`config.mk`:
```
export PLATFORM = sky130hd
export DESIGN_NAME = sweep_point_frequency
export DESIGN_NICKNAME = d
export VERILOG_FILES = /design/src/hw/rtl/spf_pkg.sv /design/src/hw/rtl/sweep_point_frequency.sv /design/src/hw/rtl/spf_div.sv
export SDC_FILE = /design/constraint.sdc
export NUM_CORES = 2
export LEC_CHECK = 0
export BUFFER_PORTS_ARGS = -buffer_cell sky130_fd_sc_hd__buf_2
export CORE_UTILIZATION = 30
export CTS_CLUSTER_DIAMETER = 150
export DETAILED_ROUTE_END_ITERATION = 8
export GPL_TIMING_DRIVEN = 0
export MAX_ROUTING_LAYER = met4
export SLEW_MARGIN = 20
export SYNTH_ARGS = -nofsm -noshare
export SYNTH_HDL_FRONTEND = slang
export SYNTH_SLANG_ARGS = --single-unit
```
`constraint.sdc`:
```
create_clock -name i_clk -period 11.3 [get_ports i_clk]
set_input_delay 1.695 -clock i_clk [delete_from_list [all_inputs] [get_ports i_clk]]
set_output_delay 1.695 -clock i_clk [all_outputs]
set_load 0.02 [all_outputs]
```
`src/hw/rtl/spf_pkg.sv`:
```
// Types, constants and the divider step shared by the sweep point frequency block.
package spf_pkg;

    localparam int TRK_W = 5;
    localparam int PTS_W = 11;
    localparam int CFG_W = 11;
    localparam int DEN_W = 16;
    localparam int QUO_W = 29;
    localparam int NUM_W = QUO_W + DEN_W;
    localparam int FRQ_W = 30;
    localparam int WIN_W = 2;

    localparam logic [TRK_W-1:0] TRACK_COUNT_RST = 5'd4;
    localparam logic [PTS_W-1:0] POINTS_RST = 11'd64;

    localparam logic REG_TRACK_COUNT = 1'b0;
    localparam logic REG_POINTS_PER_TRACK = 1'b1;

    localparam logic [WIN_W-1:0] WIN_LOW = 2'd0;
    localparam logic [WIN_W-1:0] WIN_MID = 2'd1;
    localparam logic [WIN_W-1:0] WIN_HIGH = 2'd2;
    localparam logic [WIN_W-1:0] WIN_NONE = 2'd3;

    localparam logic [QUO_W-1:0] SPAN_HZ = 29'd274000000;
    localparam logic [FRQ_W-1:0] W0_SPAN = 30'd48000000;
    localparam logic [FRQ_W-1:0] W1_END_OFF = 30'd125000000;
    localparam logic [FRQ_W-1:0] W0_LO = 30'd300000000;
    localparam logic [FRQ_W-1:0] W0_HI = 30'd348000000;
    localparam logic [FRQ_W-1:0] W1_LO = 30'd387000000;
    localparam logic [FRQ_W-1:0] W1_HI = 30'd464000000;
    localparam logic [FRQ_W-1:0] W2_LO = 30'd779000000;
    localparam logic [FRQ_W-1:0] W2_HI = 30'd928000000;
    localparam logic [FRQ_W-1:0] W1_BASE = W1_LO - W0_SPAN;
    localparam logic [FRQ_W-1:0] W2_BASE = W2_LO - W1_END_OFF;

    typedef struct packed {
        logic vld;
        logic ok;
    } t_ctl;

    typedef struct packed {
        logic             qbit;
        logic [DEN_W-1:0] rem;
    } t_step;

    // One restoring division step: bring in the next dividend bit, subtract if it fits.
    function automatic t_step div_step(input logic [DEN_W-1:0] rem, input logic nb,
                                       input logic [DEN_W-1:0] den);
        logic [DEN_W:0] t;
        logic [DEN_W:0] d;
        t_step          s;
        t = {rem, nb};
        d = {1'b0, den};
        s.qbit = (t >= d);
        s.rem = s.qbit ? DEN_W'(t - d) : t[DEN_W-1:0];
        return s;
    endfunction

endpackage

```
`src/hw/rtl/sweep_point_frequency.sv`:
```
// Sweep point frequency: maps a track and sweep point to a receive frequency.
// Pipeline: a word accepted with start is on the outputs with o_strobe after its registered
// stages: range check and index, scaling multiply, 29 divider stages, window map.
// Throughput: one word per cycle; busy stays low, set by the fully pipelined divider.
// Reset: synchronous active-low i_rst_n clears all stage valid bits and o_strobe
// and loads track_count 4 and points_per_track 64; words in flight are dropped.
module sweep_point_frequency #(
    parameter int MIN_TRACKS = 1,
    parameter int MAX_TRACKS = 16,
    parameter int MIN_POINTS = 2,
    parameter int MAX_POINTS = 1024
) (
    input  logic                      i_clk,
    input  logic                      i_rst_n,
    input  logic                      start,
    output logic                      busy,
    input  logic [spf_pkg::TRK_W-1:0] i_track_index,
    input  logic [spf_pkg::PTS_W-1:0] i_point_index,
    input  logic                      i_cfg_we,
    input  logic                      i_cfg_idx,
    input  logic [spf_pkg::CFG_W-1:0] i_cfg_data,
    output logic                      o_strobe,
    output logic [spf_pkg::FRQ_W-1:0] o_frequency_hz,
    output logic                      o_valid_res,
    output logic [spf_pkg::WIN_W-1:0] o_window_index
);

    localparam logic [spf_pkg::TRK_W-1:0] MIN_TRK = spf_pkg::TRK_W'(MIN_TRACKS);
    localparam logic [spf_pkg::TRK_W-1:0] MAX_TRK = spf_pkg::TRK_W'(MAX_TRACKS);
    localparam logic [spf_pkg::PTS_W-1:0] MIN_PTS = spf_pkg::PTS_W'(MIN_POINTS);
    localparam logic [spf_pkg::PTS_W-1:0] MAX_PTS = spf_pkg::PTS_W'(MAX_POINTS);
    localparam int LATENCY = spf_pkg::QUO_W + 3;

    logic [spf_pkg::TRK_W-1:0] r_track_count;
    logic [spf_pkg::PTS_W-1:0] r_points;

    logic [spf_pkg::PTS_W-1:0] segs;
    logic                      n_s1_ok;
    logic [spf_pkg::DEN_W:0]   idx_sum;
    logic [spf_pkg::DEN_W-1:0] n_s1_den;

    spf_pkg::t_ctl             r_s1_ctl;
    logic [spf_pkg::DEN_W-1:0] r_s1_idx;
    logic [spf_pkg::DEN_W-1:0] r_s1_den;

    spf_pkg::t_ctl             r_s2_ctl;
    logic [spf_pkg::NUM_W-1:0] r_s2_num;
    logic [spf_pkg::DEN_W-1:0] r_s2_den;

    spf_pkg::t_ctl             div_ctl;
    logic [spf_pkg::QUO_W-1:0] div_quo;
    logic [spf_pkg::FRQ_W-1:0] offset;

    logic                      r_out_stb;
    logic [spf_pkg::FRQ_W-1:0] r_out_freq;
    logic                      r_out_ok;
    logic [spf_pkg::WIN_W-1:0] r_out_win;
    logic [spf_pkg::FRQ_W-1:0] n_out_freq;
    logic [spf_pkg::WIN_W-1:0] n_out_win;

    assign busy = 1'b0;

    always_ff @(posedge i_clk) begin
        if (!i_rst_n) begin
            r_track_count <= spf_pkg::TRACK_COUNT_RST;
            r_points      <= spf_pkg::POINTS_RST;
        end else if (i_cfg_we) begin
            case (i_cfg_idx)
                spf_pkg::REG_TRACK_COUNT: begin
                    r_track_count <= i_cfg_data[spf_pkg::TRK_W-1:0];
                end
                spf_pkg::REG_POINTS_PER_TRACK: begin
                    r_points <= i_cfg_data[spf_pkg::PTS_W-1:0];
                end
                default: begin
                end
            endcase
        end
    end

    assign segs = r_points - spf_pkg::PTS_W'(1);

    always_comb begin
        n_s1_ok = (r_track_count >= MIN_TRK) && (r_track_count <= MAX_TRK) &&
                  (r_points >= MIN_PTS) && (r_points <= MAX_PTS) &&
                  (i_track_index < r_track_count) && (i_point_index < r_points) &&
                  (segs != '0);
        idx_sum  = (spf_pkg::DEN_W+1)'(i_track_index * segs) +
                   (spf_pkg::DEN_W+1)'(i_point_index);
        n_s1_den = spf_pkg::DEN_W'(r_track_count * segs);
    end

    always_ff @(posedge i_clk) begin
        if (!i_rst_n) begin
            r_s1_ctl <= '0;
            r_s2_ctl <= '0;
        end else begin
            r_s1_ctl.vld <= start && !busy;
            r_s1_ctl.ok  <= n_s1_ok;
            r_s2_ctl     <= r_s1_ctl;
        end
    end

    always_ff @(posedge i_clk) begin
        r_s1_idx <= idx_sum[spf_pkg::DEN_W-1:0];
        r_s1_den <= n_s1_den;
        r_s2_num <= spf_pkg::NUM_W'(spf_pkg::SPAN_HZ * r_s1_idx);
        r_s2_den <= r_s1_den;
    end

    spf_div u_div (
        .i_clk  (i_clk),
        .i_rst_n(i_rst_n),
        .i_ctl  (r_s2_ctl),
        .i_num  (r_s2_num),
        .i_den  (r_s2_den),
        .o_ctl  (div_ctl),
        .o_quo  (div_quo)
    );

    assign offset = spf_pkg::FRQ_W'(div_quo);

    always_comb begin
        n_out_freq = '0;
        n_out_win  = spf_pkg::WIN_NONE;
        if (div_ctl.ok) begin
            if (offset <= spf_pkg::W0_SPAN) begin
                n_out_freq = spf_pkg::W0_LO + offset;
                n_out_win  = spf_pkg::WIN_LOW;
            end else if (offset <= spf_pkg::W1_END_OFF) begin
                n_out_freq = spf_pkg::W1_BASE + offset;
                n_out_win  = spf_pkg::WIN_MID;
            end else begin
                n_out_freq = spf_pkg::W2_BASE + offset;
                n_out_win  = spf_pkg::WIN_HIGH;
            end
        end
    end

    always_ff @(posedge i_clk) begin
        if (!i_rst_n) begin
            r_out_stb <= 1'b0;
        end else begin
            r_out_stb <= div_ctl.vld;
        end
    end

    always_ff @(posedge i_clk) begin
        r_out_freq <= n_out_freq;
        r_out_ok   <= div_ctl.ok;
        r_out_win  <= n_out_win;
    end

    assign o_strobe       = r_out_stb;
    assign o_frequency_hz = r_out_freq;
    assign o_valid_res    = r_out_ok;
    assign o_window_index = r_out_win;

`ifndef SYNTHESIS
    a_latency: assert property (@(posedge i_clk) disable iff (!i_rst_n)
        (start && !busy) |-> ##LATENCY o_strobe)
        else $error("accepted word did not reach the output on time");

    a_invalid_zero: assert property (@(posedge i_clk) disable iff (!i_rst_n)
        (o_strobe && !o_valid_res) |->
            (o_frequency_hz == '0) && (o_window_index == spf_pkg::WIN_NONE))
        else $error("invalid word carries a frequency or window");

    a_valid_window: assert property (@(posedge i_clk) disable iff (!i_rst_n)
        (o_strobe && o_valid_res) |->
            (o_window_index != spf_pkg::WIN_NONE) &&
            (o_frequency_hz >= spf_pkg::W0_LO) && (o_frequency_hz <= spf_pkg::W2_HI))
        else $error("valid word outside the receive windows");

    a_window_low: assert property (@(posedge i_clk) disable iff (!i_rst_n)
        (o_strobe && (o_window_index == spf_pkg::WIN_LOW)) |->
            (o_frequency_hz <= spf_pkg::W0_HI))
        else $error("low window frequency out of range");

    a_window_mid: assert property (@(posedge i_clk) disable iff (!i_rst_n)
        (o_strobe && (o_window_index == spf_pkg::WIN_MID)) |->
            (o_frequency_hz >= spf_pkg::W1_LO) && (o_frequency_hz <= spf_pkg::W1_HI))
        else $error("mid window frequency out of range");
`endif

endmodule

```
`src/hw/rtl/spf_div.sv`:
```
// Pipelined restoring divider, one quotient bit per register stage.
module spf_div (
    input  logic                      i_clk,
    input  logic                      i_rst_n,
    input  spf_pkg::t_ctl             i_ctl,
    input  logic [spf_pkg::NUM_W-1:0] i_num,
    input  logic [spf_pkg::DEN_W-1:0] i_den,
    output spf_pkg::t_ctl             o_ctl,
    output logic [spf_pkg::QUO_W-1:0] o_quo
);

    spf_pkg::t_ctl             r_ctl [spf_pkg::QUO_W];
    logic [spf_pkg::DEN_W-1:0] r_rem [spf_pkg::QUO_W];
    logic [spf_pkg::QUO_W-1:0] r_lo  [spf_pkg::QUO_W];
    logic [spf_pkg::DEN_W-1:0] r_den [spf_pkg::QUO_W];

    for (genvar k = 0; k < spf_pkg::QUO_W; k++) begin : g_stage
        spf_pkg::t_ctl             c_in;
        logic [spf_pkg::DEN_W-1:0] rem_in;
        logic [spf_pkg::QUO_W-1:0] lo_in;
        logic [spf_pkg::DEN_W-1:0] den_in;
        spf_pkg::t_step            step;

        if (k == 0) begin : g_first
            assign c_in   = i_ctl;
            assign rem_in = i_num[spf_pkg::NUM_W-1 -: spf_pkg::DEN_W];
            assign lo_in  = i_num[spf_pkg::QUO_W-1:0];
            assign den_in = i_den;
        end else begin : g_next
            assign c_in   = r_ctl[k-1];
            assign rem_in = r_rem[k-1];
            assign lo_in  = r_lo[k-1];
            assign den_in = r_den[k-1];
        end

        assign step = spf_pkg::div_step(rem_in, lo_in[spf_pkg::QUO_W-1], den_in);

        always_ff @(posedge i_clk) begin
            if (!i_rst_n) begin
                r_ctl[k] <= '0;
            end else begin
                r_ctl[k] <= c_in;
            end
        end

        // Shift dividend bits out and quotient bits in through the same register.
        always_ff @(posedge i_clk) begin
            r_rem[k] <= step.rem;
            r_lo[k]  <= {lo_in[spf_pkg::QUO_W-2:0], step.qbit};
            r_den[k] <= den_in;
        end
    end

    assign o_ctl = r_ctl[spf_pkg::QUO_W-1];
    assign o_quo = r_lo[spf_pkg::QUO_W-1];

endmodule
```
# Word level (Yosys, flattened, before mapping)
# Memories as Yosys holds them, arrays and structs flattened.
# Index checks and enable logic that the tools add are counted.
[totals] register_bits=140 ram_bits=1827 in_bits=32 out_inout_bits=35 memories=4
[mem_list] name="u_div.r_lo" depth=29 word_bits=29 read_ports=29 rd_ports_with_merged_regs=0 wr=29 line_no="spf_div.sv:14" text="logic [spf_pkg::QUO_W-1:0] r_lo [spf_pkg::QUO_W];"
[mem_list] name="u_div.r_den" depth=29 word_bits=16 read_ports=28 rd_ports_with_merged_regs=0 wr=29 line_no="spf_div.sv:15" text="logic [spf_pkg::DEN_W-1:0] r_den [spf_pkg::QUO_W];"
[mem_list] name="u_div.r_rem" depth=29 word_bits=16 read_ports=28 rd_ports_with_merged_regs=0 wr=29 line_no="spf_div.sv:13" text="logic [spf_pkg::DEN_W-1:0] r_rem [spf_pkg::QUO_W];"
[mem_list] name="u_div.r_ctl" depth=29 word_bits=2 read_ports=29 rd_ports_with_merged_regs=0 wr=29 line_no="spf_div.sv:12" text="spf_pkg::t_ctl r_ctl [spf_pkg::QUO_W];"
[classes] add_sub_neg=34 n_mul=3 order_cmp=37 muxes=64 bitwise=30 reduce_logical=9
[ops] op="17-bit by 16-bit >= comparator with 1-bit output" count=29
[ops] op="16-bit two-way mux" count=29
[ops] op="16-bit subtractor" count=29
[ops] op="2-bit two-way mux" count=31
[ops] op="29-bit by 29-bit adder with 30-bit output (first input constant)" count=2
[ops] op="30-bit two-way mux" count=2
[ops] op="22-bit by 16-bit multiplier with 38-bit output (first input constant)" count=1
[ops] op="5-bit by 11-bit multiplier with 16-bit output" count=2
[ops] op="30-bit by 29-bit adder with 30-bit output (first input constant)" count=1
[ops] op="29-bit by 26-bit <= comparator with 1-bit output (second input constant)" count=1
[ops] op="29-bit by 27-bit <= comparator with 1-bit output (second input constant)" count=1
[ops] op="1-bit bitwise OR" count=29
[ops] op="16-bit by 11-bit adder with 16-bit output" count=1
[ops] op="11-bit by 2-bit >= comparator with 1-bit output (second input constant)" count=1
[ops] op="11-bit <= comparator (second input constant)" count=1
[ops] op="11-bit < comparator" count=1
[ops] op="11-bit nonzero test" count=1
[ops] op="11-bit by 1-bit subtractor with 11-bit output (second input constant)" count=1
[ops] op="1-bit logical AND" count=6
[ops] op="5-bit by 1-bit >= comparator with 1-bit output (second input constant)" count=1
[ops] op="5-bit <= comparator (second input constant)" count=1
[ops] op="5-bit < comparator" count=1
[ops] op="2-bit AND reduction" count=2
[ops] op="1-bit two-way mux" count=2
[ops] op="1-bit inverter" count=1

# Depth between registers and ports, before layout
[logic_depth] depth_word=7 depth_mapped=21 ltp_nobuf=21

# Modules after synthesis
# From an unflattened synthesis, not the netlist that was laid out.
[unflattened] hier_cells=7457 hier_area_um2=77640.7
[by_module_without_submodules] module="spf_div" n_inst=1 cells_each=5922 area_per_inst_um2=63676.1 seq_area_each_um2=35934.5
[by_module_without_submodules] module="sweep_point_frequency" n_inst=1 cells_each=1535 area_per_inst_um2=13964.6 seq_area_each_um2=2802.7

# Worst setup path after synthesis
# Ideal clock, no wire load.
[synth_timing] path_kind="register to register" startpoint="reg r_s1_idx[5] (netlist bit)" endpoint="reg r_s2_num[38] (netlist bit)" setup_time_ns=0.106 t_arrival_ns=5.420 t_required_ns=11.194 setup_slack_ns=5.774 stages_incl_launch_ff=22 synth_period_minus_slack_ns=5.526 cell_sequence="dfxtp_1 > fa_1 > inv_1 > fa_1 > inv_1 > ha_1 > inv_1 > fa_1 > inv_1 > fa_1 > inv_1 > fa_1 > inv_1 > ha_1 > o21ai_0 > a2111oi_0 > a211oi_1 > and4b_1 > o31a_1 > o21bai_1 > nand4_1 > o311ai_0"
[synth_via] elab_chain_len=1
[synth_lines] element="start: declaration" line_no="sweep_point_frequency.sv:43" text="logic [spf_pkg::DEN_W-1:0] r_s1_idx;"
[synth_lines] element="start signal: assignment" line_no="sweep_point_frequency.sv:105" text="r_s1_idx <= idx_sum[spf_pkg::DEN_W-1:0];"
[synth_lines] element="22-bit by 16-bit multiplier with 38-bit output" line_no="sweep_point_frequency.sv:107" text="r_s2_num <= spf_pkg::NUM_W'(spf_pkg::SPAN_HZ * r_s1_idx);"
[synth_lines] element="end signal: assignment" line_no="sweep_point_frequency.sv:107"
[synth_lines] element="end: declaration" line_no="sweep_point_frequency.sv:47" text="logic [spf_pkg::NUM_W-1:0] r_s2_num;"
# Every way passes these cells.
# A chain may end at the register's enable or synchronous reset.

# Worst setup path in the final report
[layout_timing] startpoint="reg r_points[0] (netlist bit)" endpoint="reg r_s1_idx[15] (netlist bit)"
[layout_via] elab_chain_len=3
[layout_lines] element="start: declaration" line_no="sweep_point_frequency.sv:35" text="logic [spf_pkg::PTS_W-1:0] r_points;"
[layout_lines] element="start signal: assignment" line_no="sweep_point_frequency.sv:66" text="r_points <= spf_pkg::POINTS_RST;"
[layout_lines] element="start signal: assignment" line_no="sweep_point_frequency.sv:73" text="r_points <= i_cfg_data[spf_pkg::PTS_W-1:0];"
[layout_lines] element="11-bit by 1-bit subtractor with 11-bit output" line_no="sweep_point_frequency.sv:81" text="assign segs = r_points - spf_pkg::PTS_W'(1);"
[layout_lines] element="5-bit by 11-bit multiplier with 16-bit output" line_no="sweep_point_frequency.sv:88" text="idx_sum = (spf_pkg::DEN_W+1)'(i_track_index * segs) +"
[layout_lines] element="16-bit by 11-bit adder with 16-bit output" line_no="sweep_point_frequency.sv:88"
[layout_lines] element="via idx_sum (one bit)" line_no="sweep_point_frequency.sv:39" text="logic [spf_pkg::DEN_W:0] idx_sum;"
# The timed path passes the listed nets, and every way through them passes these cells.

==> summary.md <==
| Metric | Value |
|---|---|
| Core ar. | `between 200000 and 250000 um2` |
| Main combinational cell family by area after synthesis | `adder cells` |
| Drt wl/cell | `14.3 um` |
| Cts bufs inserted | `179` |
| Share of post-route cells with drive strength above 1 | `a little over a tenth` |
| Io pins | `67` |
| Most common library cell in the layout ignoring fill and taps | `dfxtp_1` |
| Drt first pass iters | `5` |
| Port bufs | `65` |
| Final hold violation count | `0` |
| Grt ovf | `0` |
| Relative slew slack | `22.7%` |
| Finished Core Util | `34.8%` |
| P&R area growth vs syn | `14.8%` |
| Synth Area in XOR/XNOR | `4.50%` |
| Worst setup path class | `reg2reg` |
| Register area share after synthesis | `47.2%` |
| Seq cells post-synth | `roughly 1.8k` |
| Via count | `just under 50k` |
| Most frequent cells in the layout | `1760 x dfxtp_1, 860 x inv_1, 675 x ha_1` |
| Worst-path clk slew | `0.06 ns` |
| Die width | `501 um` |
| Worst Setup Slack post-DPL | `4.66 ns` |
| Mux share of post-synthesis cell area | `5.35%` |
| Vias in the first global route | `49.6k` |
| Async SR Flop Fraction | `0%` |
| Post-synth top area share | `47.2%` |
| Tmin final | `6.72 ns` |
| WP data required | `11.92 ns` |
| Row cnt | `between 150 and 200` |
| Cts hold-fix bufs | `0` |
| Layout Cells excl Fill | `10.9k` |
| Synth unique cells | `93` |
| Post-synthesis cell count | `about 7k` |
| Crit path max fanout | `10` |
| Max-Cap Viols | `0` |
| Simple-gate share of the synthesized area | `between 10% and 20%` |
| CP Capture Type | `flop` |
| Cell taking the most area after synthesis | `dfxtp_1` |
| Synth Flop Type | `dfxtp_1` |
| Worst setup slack after layout | `4.58 ns` |
| Die H | `501 um` |
| # nets final | `8309` |
| Gpl congestion | `0.906` |
| Cells after DPL | `approximately 11k` |
| Setup Fix Bufs, Post-CTS | `0` |
| Critical Path Sink | `r_s1_idx[15]` |
| Bufs on Longest Clock Path | `3` |
| Syn nets | `8063` |
| Area fraction in compound gates after synthesis | `a little under an eighth` |
| Worst Hold Class | `reg2reg` |
| Crit path launch type | `flop` |
| Clk_lat worst skew | `0.82 ns` |
| Skew final | `0.0819 ns` |
| Mean number of vias per cell | `about 4.5` |
| Root Driver | `clkbuf_16` |
| ANT nets after route | `0` |
| Worst r2r path cells | `19` |
| Critical Path AT | `around 7.3 ns` |
| Worst r2r dst | `r_s1_idx[15]` |
| Die area | `roughly 250000 um2` |
| Max Fclk | `149 MHz` |
| Antenna violations before repair | `1` |
| Final period util | `59.4%` |
| Slew @ Worst Pin | `1.15 ns` |
| # resized after CTS | `0` |
| H-tree depth | `4` |
| Setup TNS | `0 ns` |
| R2R Path Start | `r_points[0]` |
| Starting Density | `30.3%` |
| Post-Synth Adder-Cell Area | `15.9%` |
| EDFF count, synth | `0` |
| Synth Warn # | `0` |
| Slew Viols, Final | `0` |
| Initial drt markers | `about 2.3k` |
| Synth top area cells | `dfxtp_1 47%, ha_1 11%, fa_1 4.6%` |
| Worst setup path start | `r_points[0]` |
| Clock sinks | `1760` |
| Cells on Worst Hold Path | `0` |
| Largest net degree at the start of global routing | `17` |
| Endpoints failing setup | `0` |
| DR DRC count | `0` |
| TritonCTS clock tree | `done` |
| Gr usage total | `12.7%` |
| R2R Setup Slk | `4.58 ns` |
| RSZ-0062 raised after global routing | `no` |
| Status | `complete, no violations` |
| Routed wire length | `156000 um` |
| First-pass GRT wire length | `around 250000 um` |
| Cell Area, Synth | `74700 um2` |
| Mean Syn Cell Area | `10.4 um2` |
| # fillers | `roughly 25k` |
| Post-DP HPWL | `122000 um` |
## synthesized netlist by cell type, types with 18 or more instances
cell	count
nand4_1	80
o211ai_1	32
nand2b_1	71
a21oi_1	370
and2_1	120
a21o_1	144
buf_2	23
fa_1	172
nor3_1	130
or2_2	49
xnor2_1	297
a31o_2	24
mux2_2	285
nand3_1	108
and3_1	33
nor4_1	49
nor2_1	387
a21boi_0	44
ha_1	675
o311ai_0	18
a211oi_1	49
nor2b_1	113
dfxtp_1	1760
clkbuf_1	78
a31oi_1	63
o21bai_1	39
o21ai_0	217
o21a_1	70
o31ai_1	29
mux2i_1	68
xor2_1	87
a2111oi_0	20
inv_1	860
or3_1	44
nand2_1	316
## worst min-delay path by stage
stage                                     to          startpoint  slack [ns]
final                       u_div.r_lo[1][1]    u_div.r_lo[0][0]        0.27
after global routing       u_div.r_lo[1][26]   u_div.r_lo[0][25]        0.27
after CTS                   u_div.r_lo[1][1]    u_div.r_lo[0][0]        0.27
after detailed placement         r_s2_den[3]         r_s1_den[3]        0.31
after global placement    u_div.r_lo[11][25]  u_div.r_lo[10][24]        0.31
after floorplan                  r_s2_den[0]         r_s1_den[0]        0.31
## area by class of cell
type	count	area, um2	share of cell area, %
flip-flops and latches	1760	35200	41.1
clock inverters	99	1460	1.70
clock buffers	231	5090	5.94
repair buffers	65	325	0.380
multi-input cells	4446	35700	41.6
plain buffers	115	532	0.620
well taps	3312	4140	4.83
inverters	863	3240	3.78
diodes	1	2.50	0.00292
## cell families (layout without fill, tap and decap cells)
group                    after synthesis  after routing
flip-flops                          1760           1760
other                                  1              2
multiplexers                         360            360
AND/OR/NAND/NOR                     1570           1570
buffers and inverters                978           1373
AO/OA/AOI/OAI                       1284           1284
adder cells (fa/ha/maj)              847            847
XOR/XNOR                             384            384
## sequential cells by signal (all words and copies together), names as in the netlist
register,flops
r_s1_den,16
r_track_count,5
u_div.r_den,448
r_points,11
o_window_index,2
r_s2_num,38
u_div.r_ctl,58
o_strobe,1
u_div.r_rem,448
o_valid_res,1
r_s1_idx,16
r_s2_ctl,2
o_frequency_hz,30
r_s1_ctl,2
r_s2_den,16
u_div.r_lo,666
## through the flow
stage	instance area [um2]	hold WS, ns
after global placement	79200	0.310
after CTS	85700	0.266
after global routing	85700	0.274
after detailed placement	79200	0.312
final	85700	0.272
after floorplan	74700	0.310
## per-layer routing
layer / share of wire, % / GRT usage, %
met1: 46 / 15.3
met4: 2.9 / 4.24
met2: 48 / 21.5
met5: 0 / -
met3: 3.5 / 1.90
## worst max-delay path: stages, from the launching register on
cell	delay, ns
dfxtp_1	0.33
clkbuf_1	0.26
inv_1	0.26
ha_1	0.22
nor3b_1	0.75
nand4_1	0.35
xnor2_1	0.89
and2_1	0.26
fa_1	0.46
fa_1	0.50
inv_1	0.06
fa_1	0.55
inv_1	0.05
ha_1	0.35
and2_1	0.16
o21ai_0	0.12
o21ai_0	0.13
o41ai_1	0.49
mux2i_1	0.25
o2111ai_1	0.13
Power is left out: the tool's default activity adds up to more than one toggle a clock period on the data nets, which glitch-free logic cannot reach.
